### config.mk
export PLATFORM = sky130hd
export DESIGN_NAME = sksst_outreg
export DESIGN_NICKNAME = d
export VERILOG_FILES = /design/src/design/sksst_pkg.sv /design/src/design/sksst_outreg.sv
export SDC_FILE = /design/constraint.sdc
export NUM_CORES = 1
export LEC_CHECK = 0
export ABC_CLOCK_PERIOD_IN_PS = 1360
export BUFFER_PORTS_ARGS = -buffer_cell sky130_fd_sc_hd__buf_2
export CAP_MARGIN = 15
export CORE_AREA = 10 10 47 49
export DETAILED_ROUTE_END_ITERATION = 6
export DIE_AREA = 0 0 57 59
export GPL_TIMING_DRIVEN = 0
export HOLD_SLACK_MARGIN = 0.06
export PLACE_DENSITY = 0.66
export SETUP_SLACK_MARGIN = 0.4
export SLEW_MARGIN = 20
export SYNTH_ARGS = -nofsm -noshare
export SYNTH_HDL_FRONTEND = slang
export SYNTH_SLANG_ARGS = --single-unit
### constraint.sdc
create_clock -name clk_i -period 1.36 [get_ports clk_i]
set_input_delay 0.34 -clock clk_i [delete_from_list [all_inputs] [get_ports clk_i]]
set_output_delay 0.34 -clock clk_i [all_outputs]
set_load 0.05 [all_outputs]
### src/design/sksst_pkg.sv
// ----------------------------------------------------------------------------
// sksst_pkg
// Shared types and codes of the string key sort and search table.
// ----------------------------------------------------------------------------
package sksst_pkg;

  localparam int unsigned TagW    = 6;
  localparam int unsigned StatusW = 3;

  typedef enum logic [1:0] {
    REQ_ADD   = 2'd0,
    REQ_SORT  = 2'd1,
    REQ_QUERY = 2'd2,
    REQ_NONE  = 2'd3
  } req_e;

  typedef enum logic [StatusW-1:0] {
    ST_ORDER    = 3'd0,
    ST_MATCH    = 3'd1,
    ST_NO_MATCH = 3'd2,
    ST_EMPTY    = 3'd3,
    ST_FULL     = 3'd4,
    ST_TOO_LONG = 3'd5
  } status_e;

  typedef struct packed {
    logic [TagW-1:0]    tag;
    logic [StatusW-1:0] status;
    logic               last;
  } res_t;

endpackage

### src/design/sksst_outreg.sv
// ----------------------------------------------------------------------------
// sksst_outreg
// One-entry result register between the sequencer and the result channel.
// ----------------------------------------------------------------------------
module sksst_outreg (
  input  logic             clk_i,
  input  logic             rst_ni,
  input  logic             push_i,
  input  sksst_pkg::res_t  res_i,
  output logic             free_o,
  output logic             out_valid_o,
  input  logic             out_ready_i,
  output sksst_pkg::res_t  res_o
);

  logic            valid_q;
  sksst_pkg::res_t res_q;

  assign free_o      = !valid_q || out_ready_i;
  assign out_valid_o = valid_q;
  assign res_o       = res_q;

  always_ff @(posedge clk_i or negedge rst_ni) begin
    if (!rst_ni) begin
      valid_q <= 1'b0;
    end else if (push_i && free_o) begin
      valid_q <= 1'b1;
    end else if (out_ready_i) begin
      valid_q <= 1'b0;
    end
  end

  // hold payload until replaced
  always_ff @(posedge clk_i) begin
    if (push_i && free_o) begin
      res_q <= res_i;
    end
  end

endmodule

### Word-level counts from Yosys, hierarchy flattened

Cells that the tools add are included.

* multiplexer cells: 2
* reduce and logical (&&, ||, !) cells: 4

Operators by type and width (count)
* $mux W1: 2
* $reduce_bool A2 Y1: 1
* $logic_and A1 B1 Y1: 1
* $logic_not A1 Y1: 1
* $logic_or A1 B1 Y1: 1

* register bits: 11
* bits of input ports: 14
* output and inout port bits: 12
* word-level logic and storage cells: 10

### Longest topological paths before layout

Gate-level depths: netlist of run 1.

* depth in word-level cells: 4
* mapped depth: 2
* gate-level depth less buffers: 2

### Worst setup path before layout of run 1

No wires, ideal clock.

* path kind: register to register
* from: reg valid_q (netlist: out_valid_o)
* to: reg res_q (netlist bit res_o[0]), enable pin
* setup time: 0.303 ns
* arrival: 1.062 ns
* data required time: 1.057 ns
* path slack: -0.005 ns
* cell stages (with the launch flop): 3
* path buffers: 0
* clock period less this slack: 1.365 ns
* cell sequence: dfrtp_1 -> nand2b_4 -> and2_4

* cells in the longest elaborated chain, start to end: 3

RTL lines
* start: declaration: line sksst_outreg.sv:16 `logic valid_q;`
* start signal: assignment: line sksst_outreg.sv:25 `valid_q <= 1'b0;`
* start signal: assignment: line sksst_outreg.sv:27 `valid_q <= 1'b1;`
* start signal: assignment: line sksst_outreg.sv:29 `valid_q <= 1'b0;`
* $logic_not A1 Y1: line sksst_outreg.sv:19 `assign free_o = !valid_q || out_ready_i;`
* $logic_or A1 B1 Y1: line sksst_outreg.sv:19
* via free_o: line sksst_outreg.sv:10 `output logic free_o,`
* $logic_and A1 B1 Y1: line sksst_outreg.sv:35 `if (push_i && free_o) begin`
* end signal: assignment: line sksst_outreg.sv:36 `res_q <= res_i;`
* end: declaration: line sksst_outreg.sv:17 `sksst_pkg::res_t res_q;`

The timed path passes the listed nets, and every way through them passes these cells.
A chain may end at the register's enable or synchronous reset.

### Final worst setup path of run 1

* from: reg valid_q (netlist: out_valid_o)
* to: out free_o

* cells in the longest elaborated chain, start to end: 2

RTL lines (line)
* $logic_not A1 Y1: sksst_outreg.sv:19
* $logic_or A1 B1 Y1: sksst_outreg.sv:19
* end: declaration: sksst_outreg.sv:10

No other way between the ends.

==> flow_metrics.env, run 1 <==
export IMPL_cts_buffers=3
export IMPL_p_int_uw=572
export IMPL_first_iter_violations=4
export IMPL_leakagePower_nw=0.279
export IMPL_grt_max_degree=7
export IMPL_slew_headroom=0.901
export IMPL_p_switching_uw=198
export IMPL_io_pins=26
export IMPL_synth_area_leader_cell="edfxtp_1"
export IMPL_final_nets=62
export IMPL_max_stage_delay_ns=0.43
export IMPL_hold_path_startpoint="res_i[6]"
export IMPL_initial_core_util=0.253
export IMPL_finalCritPeriodShare=0.915
export IMPL_crit_chain="nand2b_4, buf_8"
export IMPL_hp_class="primary input to register"
export IMPL_antenna_cells=0
export IMPL_critPathMaxFanout=2
export IMPL_seq_area_frac_synth=0.919
export IMPL_seqPwrFrac=0.521
export IMPL_wl_um=817
export IMPL_ant_nets=0
export IMPL_r2r_start="out_valid_o"
export IMPL_core_um2=1400
export IMPL_place_congestion=0.565
export IMPL_drv_slew=0
export IMPL_synthTopCellsByArea="edfxtp_1 85%, dfrtp_1 7.1%, nand2b_4 3.9%"
export IMPL_grt_antenna_before_repair=0
export IMPL_crit_path_end_kind="primary output"
export IMPL_drc=0
export IMPL_skew_ns=0.000706
export IMPL_clk_transition_reported_paths_ns=0.06
export IMPL_worstSetupPathType="register to primary output"
export IMPL_io_buffers=25
export IMPL_fin_tns_setup_ns=0
export IMPL_syn_nets=28
export IMPL_synth_seq_cells=11
export IMPL_clkPwrFrac=0.269
export IMPL_grt_pass1_wl_mm=1.29
export IMPL_clk_latency_ns=0.25
export IMPL_clock_fmax_mhz=803
export IMPL_max_cap_violations=0
export IMPL_yosysWarnings=0
export IMPL_syn2layout_area_growth_pct=80.6
export IMPL_setup_viol=0
export IMPL_r2r_end="res_o[0]"
export IMPL_wire_per_inst_um=13.0
export IMPL_cts_sinks=11
export IMPL_worstPathRequired_ns=1.02
export IMPL_synth_area_um2=354
export IMPL_drive_gt1_frac=0.723
export IMPL_grt_pass1_vias=282
export IMPL_peakVddDrop_v=0.000477
export IMPL_htreeDepth=1
export IMPL_whs_endpoint="res_o[6]"
export IMPL_power_density_nw_per_um2=1200
export IMPL_vias=237
export IMPL_grt_usage=0.0504
export IMPL_rsz0062_at_grt="yes"
export IMPL_postSynthAreaPerCell_um2=25.3
export IMPL_yosysUniqueCellTypes=5
export IMPL_rrSetupSlack_ns=0.21
export IMPL_worst_slew_pin_slew_ns=0.150
export IMPL_critical_path_slowest_cell="dfrtp_2"
export IMPL_cts_tree="built"
export IMPL_firstDrtPassIters=2
export IMPL_cp_arrival_ns=0.91
export IMPL_rr_worst_depth=4
export IMPL_yosys_area_top_type_share=0.848
export IMPL_die_area_um2=3360
export IMPL_dieWidth_um=57
export IMPL_rows=14
export IMPL_clock_path_buffers=2
export IMPL_status="completed"
export IMPL_worstHoldPathCells=1
export IMPL_vias_per_cell=3.76
export IMPL_start_kind="register"
export IMPL_layout_min_cycle_time_ns=1.25
export IMPL_overflow=0
export IMPL_comb_power_share=0.211
export IMPL_die_h_um=59
export IMPL_swShare=0.258
export IMPL_fillCellCount=139
export IMPL_power_uw=770
export IMPL_hold_viol=0
export IMPL_cts_root_buf="clkbuf_4"
export IMPL_postSynthCellCount=14
==> cell usage after synthesis (all sizes together) <==
library cell	number
and2	1
edfxtp	10
dfrtp	1
nand2b	2
==> what timing repair did <==
action	in CTS	in global routing
endpoints found under the setup margin	22	22
hold buffers	1	0
cloned	1	0
hold endpoints to repair	1	0
resized for setup	26	0
buffers inserted	2	0
pin swaps	1	0
==> cell usage in the layout, fill, tap and decap left out <==
cell / n
buf_2: 13
buf_6: 11
edfxtp_1: 10
clkbuf_4: 3
and2_4: 2
buf_4: 2
nand2b_4: 1
nand2b_1: 1
clkbuf_1: 1
dlygate4sd3_1: 1
dfrtp_2: 1
buf_8: 1
==> power by group through the flow <==
stage / registers, mW / clock network (mW) / logic, mW
CTS: 0.401 / 0.219 / 0.164
global route: 0.403 / 0.236 / 0.170
floorplan: 0.470 / 0 / 0.0209
finish: 0.401 / 0.207 / 0.162
detailed placement: 0.404 / 0 / 0.126
global placement: 0.404 / 0 / 0.125
==> cell families after synthesis <==
| group | after synthesis | share of synthesized area |
|---|---|---|
| AND/OR/NAND/NOR | 3 | 0.0813 |
| flip-flops | 11 | 0.919 |
==> critical path: cells and delay by family, from the launching register on <==
family / cells / cell delay [ns]
AND/OR/NAND/NOR: 1 / 0.08
flip-flops: 1 / 0.43
buffers and inverters: 1 / 0.14
==> layout make-up <==
class	instances	area [um^2]	area share
multi-input cells	4	37.5	0.0587
clock buffers	4	26.3	0.0411
repair buffers	28	229	0.358
flip-flops and latches	11	327	0.511
well taps	16	20.0	0.0313
==> worst max path at each step <==
stage | from | endpoint | slack [ns]
after floorplan | out_valid_o | res_o[0] | 0.11
after global placement | out_ready_i | free_o | 0.24
after detailed placement | out_ready_i | free_o | 0.23
after CTS | out_valid_o | free_o | 0.10
after global routing | out_valid_o | free_o | 0.08
final | out_valid_o | free_o | 0.11
==> state kept, by name, summed over array words and instances (netlist names) <==
register	cells
out_valid_o	1
res_o	10
==> layer usage <==
| layer | GRT usage | up-vias | part of all wire |
|---|---|---|---|
| li1 | - | 121 | - |
| met1 | 0.0382 | 99 | 0.31 |
| met2 | 0.0744 | 17 | 0.46 |
| met3 | 0.0579 | 0 | 0.23 |
| met4 | 0.0302 | 0 | 0 |
| met5 | 0 | - | 0 |
==> metrics by stage <==
step,hold WS [ns],cell area [um^2],setup slack (ns),utilization,cells
2_1_floorplan,0.0444,355,0.109,-,14
3_3_place_gp,0.116,500,0.236,0.357,55
3_5_place_dp,0.118,500,0.228,0.357,55
4_1_cts,0.247,639,0.105,0.456,63
5_1_grt,0.240,639,0.0784,0.456,63
6_report,0.257,639,0.115,0.456,63
(Power assumes the default switching activity.)
==> run 2: changes to the inputs <==
--- a/config.mk
+++ b/config.mk
@@ -6,14 +6,14 @@
 export NUM_CORES = 1
 export LEC_CHECK = 0
 export ABC_CLOCK_PERIOD_IN_PS = 1360
-export BUFFER_PORTS_ARGS = -buffer_cell sky130_fd_sc_hd__buf_2
 export CAP_MARGIN = 15
 export CORE_AREA = 10 10 47 49
 export DETAILED_ROUTE_END_ITERATION = 6
 export DIE_AREA = 0 0 57 59
+export DONT_BUFFER_PORTS = 1
 export GPL_TIMING_DRIVEN = 0
 export HOLD_SLACK_MARGIN = 0.06
-export PLACE_DENSITY = 0.66
+export PLACE_DENSITY = 0.49
 export SETUP_SLACK_MARGIN = 0.4
 export SLEW_MARGIN = 20
 export SYNTH_ARGS = -nofsm -noshare
==> flow_metrics.env, run 2 (same netlist as run 1, synthesis figures left out) <==
export IMPL_clk_transition_reported_paths_ns=0.07
export IMPL_rsz0062_at_grt="yes"
export IMPL_worst_slew_pin_slew_ns=0.481
export IMPL_first_iter_violations=5
export IMPL_antenna_cells=0
export IMPL_grt_pass1_vias=178
export IMPL_cts_sinks=11
export IMPL_crit_buf_inv=0
export IMPL_multiInputGateArea_um2=28.8
export IMPL_peakVddDrop_v=0.000501
export IMPL_finalCritPeriodShare=0.997
export IMPL_hold_viol=0
export IMPL_grt_max_degree=11
export IMPL_leakagePower_nw=0.140
export IMPL_firstDrtPassIters=2
export IMPL_clock_fmax_mhz=737
export IMPL_dp_hpwl_um=630
export IMPL_final_nets=34
export IMPL_grt_pass1_wl_mm=1.08
export IMPL_place_congestion=0.528
export IMPL_fin_tns_setup_ns=0
export IMPL_hp_class="primary input to register"
export IMPL_max_cap_violations=0
export IMPL_initial_core_util=0.253
export IMPL_critPathMaxFanout=3
export IMPL_vias_per_cell=4.20
export IMPL_clock_path_buffers=2
export IMPL_wl_um=747
export IMPL_max_stage_delay_ns=0.53
export IMPL_rows=14
export IMPL_drv_slew=0
export IMPL_die_h_um=59
export IMPL_layout_common_cells="10 x edfxtp_1, 3 x clkbuf_4"
export IMPL_final_cell_count_no_fill=35
export IMPL_placedCellCount=30
export IMPL_clk_latency_ns=0.26
export IMPL_cts_buffers=3
export IMPL_skew_ns=0.00560
export IMPL_crit_chain="nand2b_4"
export IMPL_worstSetupPathType="register to primary output"
export IMPL_layout_min_cycle_time_ns=1.36
export IMPL_setup_ws_ns=0.00341
export IMPL_fillCellCount=153
export IMPL_syn2layout_area_growth_pct=16.3
export IMPL_start_kind="register"
export IMPL_dieWidth_um=57
export IMPL_io_pins=26
export IMPL_status="completed"
export IMPL_power_density_nw_per_um2=1710
export IMPL_seq_area_um2=327
export IMPL_drive_gt1_frac=0.316
export IMPL_layout_commonest_cell="edfxtp_1"
export IMPL_htreeDepth=1
export IMPL_io_buffers=0
export IMPL_cts_root_buf="clkbuf_4"
export IMPL_cts_tree="built"
export IMPL_worstPathRequired_ns=1.02
export IMPL_crit_path_end_kind="primary output"
export IMPL_wire_per_inst_um=21.3
export IMPL_holdWs_ns=0.169
export IMPL_core_um2=1400
export IMPL_setup_viol=0
export IMPL_crit_family="flip-flops"
export IMPL_ant_nets=0
export IMPL_vias=147
export IMPL_largest_reg_flops=10
export IMPL_overflow=0
export IMPL_grt_antenna_before_repair=0
export IMPL_die_area_um2=3360
export IMPL_critical_path_slowest_cell="dfrtp_2"
export IMPL_drc=0
export IMPL_grt_usage=0.0475
export IMPL_cts_setup_buffers=0
export IMPL_slew_headroom=0.680
export IMPL_pre_cts_slack_ns=0.0545
export IMPL_cp_arrival_ns=1.02
run 2: cell count changes in the layout (fill, tap and decap cells not counted), sizes merged:
| cell | previous run | this run |
|---|---|---|
| and2 | 2 | 1 |
| buf | 27 | 0 |
run 2: timing repair:
action                                  CTS  global route
pin swaps                                 1             0
endpoints found under the setup margin   22            23
gates resized for setup                   0             0
hold buffers                              1             0
hold endpoints to repair                  1             0
run 2: stage by stage:
step	area (um^2)	total power, mW	util
global placement	375	0.497	0.268
floorplan	355	0.491	-
CTS	412	0.718	0.294
detailed placement	375	0.498	0.268
global route	412	0.746	0.294
finish	412	0.704	0.294
run 2: layout make-up:
type                    count  share of cell area
multi-input cells           3              0.0699
repair buffers              1              0.0243
flip-flops and latches     11               0.793
well taps                  16              0.0486
clock buffers               4              0.0638
run 2: metal layers:
metal / global-route usage / up-vias / share of wire
li1: - / 62 / -
met1: 0.0340 / 67 / 0.34
met2: 0.0682 / 18 / 0.49
met3: 0.0601 / 0 / 0.17
met4: 0.0302 / 0 / 0
met5: 0 / - / 0
run 2: worst reg2reg max path, stage by stage, from the launching register on:
cell      delay (ns)
dfrtp_2         0.53
nand2b_4        0.22
and2_4          0.26
run 2: final timing paths:
path	from	endpoint	slack, ns	cells after the start
max	out_valid_o	free_o	0.003	1
min	res_i[4]	res_o[4]	0.17	0
max reg2reg	out_valid_o	res_o[3]	0.05	2
min reg2reg	out_valid_o	out_valid_o	0.86	2
max in group asynchronous	rst_ni	out_valid_o	0.97	1
min in group asynchronous	rst_ni	out_valid_o	0.28	1
run 2: where the power goes:
part           internal, mW  total [mW]  switching [mW]
sequential            0.393       0.466          0.0723
clock                 0.113       0.213          0.0998
combinational       0.00846      0.0256          0.0172
total                 0.515       0.704           0.189
==> run 3: changes to the inputs <==
--- a/config.mk
+++ b/config.mk
@@ -5,6 +5,7 @@
 export SDC_FILE = /design/constraint.sdc
 export NUM_CORES = 1
 export LEC_CHECK = 0
+export ABC_AREA = 1
 export ABC_CLOCK_PERIOD_IN_PS = 1360
 export CAP_MARGIN = 15
 export CORE_AREA = 10 10 47 49
@@ -13,7 +14,7 @@
 export DONT_BUFFER_PORTS = 1
 export GPL_TIMING_DRIVEN = 0
 export HOLD_SLACK_MARGIN = 0.06
-export PLACE_DENSITY = 0.49
+export PLACE_DENSITY = 0.48
 export SETUP_SLACK_MARGIN = 0.4
 export SLEW_MARGIN = 20
 export SYNTH_ARGS = -nofsm -noshare
==> flow_metrics.env, run 3 <==
export IMPL_crit_path_end_kind="primary output"
export IMPL_hp_class="primary input to register"
export IMPL_cp_arrival_ns=1.01
export IMPL_r2r_end="res_o[2]"
export IMPL_final_cell_count_no_fill=38
export IMPL_drv_slew=0
export IMPL_rows=14
export IMPL_cts_buffers=3
export IMPL_yosys_area_top_type_share=0.870
export IMPL_pre_cts_slack_ns=0.141
export IMPL_syn2layout_area_growth_pct=31.2
export IMPL_htreeDepth=1
export IMPL_crit_buf_inv=0
export IMPL_slew_headroom=0.686
export IMPL_power_density_nw_per_um2=1600
export IMPL_io_pins=26
export IMPL_start_kind="register"
export IMPL_syn_nets=30
export IMPL_synth_common_cells="10 x edfxtp_1, 2 x inv_1, 2 x nand2_1"
export IMPL_postSynthCellCount=16
export IMPL_finalCritPeriodShare=0.990
export IMPL_layout_common_cells="10 x edfxtp_1, 3 x clkbuf_4, 2 x inv_1"
export IMPL_peakVddDrop_v=0.000628
export IMPL_place_congestion=0.598
export IMPL_synth_area_um2=345
export IMPL_critical_path_slowest_cell="dfrtp_4"
export IMPL_rrSetupSlack_ns=0.17
export IMPL_fillCellCount=145
export IMPL_firstDrtPassIters=2
export IMPL_wl_um=737
export IMPL_rsz0062_at_grt="yes"
export IMPL_largest_reg_flops=10
export IMPL_cts_tree="built"
export IMPL_critPathMaxFanout=3
export IMPL_die_h_um=59
export IMPL_yosysUniqueCellTypes=5
export IMPL_leakagePower_nw=0.155
export IMPL_final_nets=37
export IMPL_cts_root_buf="clkbuf_4"
export IMPL_setup_viol=0
export IMPL_worst_slew_pin_slew_ns=0.472
export IMPL_power_uw=724
export IMPL_grt_usage=0.0475
export IMPL_cp_endpoint="free_o"
export IMPL_first_iter_violations=1
export IMPL_cts_sinks=11
export IMPL_clk_latency_ns=0.26
export IMPL_ys_dominant_reg_cell="edfxtp_1"
export IMPL_clk_transition_reported_paths_ns=0.07
export IMPL_core_um2=1400
export IMPL_skew_ns=0.00224
export IMPL_initial_core_util=0.246
export IMPL_worstPathRequired_ns=1.02
export IMPL_synthTopCellsByArea="edfxtp_1 87%, dfrtp_1 7.2%, inv_1 2.2%"
export IMPL_postLayoutCoreUtil=0.323
export IMPL_worstSetupPathType="register to primary output"
export IMPL_drive_gt1_frac=0.318
export IMPL_r2r_start="out_valid_o"
export IMPL_yosysWarnings=0
export IMPL_crit_chain="nand2_8"
export IMPL_overflow=0
export IMPL_async_flop_share=0.0909
export IMPL_layout_commonest_cell="edfxtp_1"
export IMPL_ant_nets=0
export IMPL_antenna_cells=0
export IMPL_dp_hpwl_um=629
export IMPL_hold_path_startpoint="res_i[3]"
export IMPL_vias_per_cell=4.21
export IMPL_layout_min_cycle_time_ns=1.35
export IMPL_dieWidth_um=57
export IMPL_die_area_um2=3360
export IMPL_placedCellCount=32
export IMPL_rr_worst_depth=2
export IMPL_path_depth=1
export IMPL_yosysMostFrequentCell="edfxtp_1"
export IMPL_grt_antenna_before_repair=0
export IMPL_synth_edf_count=10
export IMPL_postSynthAreaPerCell_um2=21.6
export IMPL_seq_area_frac_synth=0.942
export IMPL_grt_max_degree=11
export IMPL_drc=0
export IMPL_cp_startpoint="out_valid_o"
export IMPL_hold_viol=0
export IMPL_clock_path_buffers=2
export IMPL_setup_ws_ns=0.0131
export IMPL_grt_pass1_wl_mm=1.12
export IMPL_grt_pass1_vias=202
export IMPL_wire_per_inst_um=19.4
export IMPL_clock_fmax_mhz=742
export IMPL_crit_family="flip-flops"
export IMPL_status="completed"
export IMPL_vias=160
export IMPL_io_buffers=0
export IMPL_max_cap_violations=0
export IMPL_max_stage_delay_ns=0.59
export IMPL_synth_area_leader_cell="edfxtp_1"
export IMPL_synth_seq_cells=11
## run 3: cell count changes after synthesis
| cell | before | now |
|---|---|---|
| inv_1 | 0 | 2 |
| nand2_1 | 0 | 2 |
| nand2b_1 | 1 | 0 |
| a21oi_1 | 0 | 1 |
| and2_4 | 1 | 0 |
| nand2b_4 | 1 | 0 |
## run 3: how the worst min path moves through the flow
| stage | endpoint | slack [ns] | cells past startpoint |
|---|---|---|---|
| 6_report | res_o[3] | 0.17 | 0 |
| 5_1_grt | res_o[3] | 0.15 | 0 |
| 4_1_cts | res_o[3] | 0.16 | 0 |
| 3_5_place_dp | out_valid_o | 0.04 | 0 |
| 3_3_place_gp | out_valid_o | 0.04 | 0 |
| 2_1_floorplan | out_valid_o | 0.04 | 0 |
## run 3: power by group
group          switching (mW)  internal (mW)  total (mW)
Clock                   0.102          0.113       0.216
Combinational          0.0229         0.0156      0.0385
Sequential             0.0750          0.394       0.469
## run 3: final cells by class
class | count | area, um^2 | share of cell area
Sequential cell | 11 | 329 | 0.727
Multi-Input combinational cell | 3 | 40.0 | 0.0884
Timing Repair Buffer | 2 | 30.0 | 0.0663
Clock buffer | 4 | 26.3 | 0.0580
Tap cell | 16 | 20.0 | 0.0442
Inverter | 2 | 7.51 | 0.0166
## run 3: logic make-up (layout without fill, tap and decap cells)
| family | count (synthesis) | after routing | share of synthesized area |
|---|---|---|---|
| AO/OA/AOI/OAI | 1 | 1 | 0.0145 |
| flip-flops | 11 | 11 | 0.942 |
| buffers and inverters | 2 | 8 | 0.0217 |
| AND/OR/NAND/NOR | 2 | 2 | 0.0217 |
## run 3: per-layer routing
| metal | GRT usage | vias up | part of all wire |
|---|---|---|---|
| met2 | 0.0667 | 19 | 0.45 |
| met5 | 0 | - | 0 |
| li1 | - | 70 | - |
| met1 | 0.0414 | 71 | 0.37 |
| met3 | 0.0494 | 0 | 0.18 |
| met4 | 0.0302 | 0 | 0 |
## run 3: stage by stage
step | hold slack, ns | cell area [um^2] | setup TNS, ns
2_1_floorplan | 0.0444 | 360 | 0
5_1_grt | 0.146 | 453 | -0.0272
3_5_place_dp | 0.0445 | 380 | 0
4_1_cts | 0.155 | 453 | -0.00465
3_3_place_gp | 0.0445 | 380 | 0
6_report | 0.170 | 453 | 0
## run 3: what timing repair did
item	CTS	global route
pin swaps	1	0
hold buffers	1	0
hold endpoints to repair	1	0
setup buffers	1	0
gates resized for setup	3	0
setup endpoints to repair	23	22
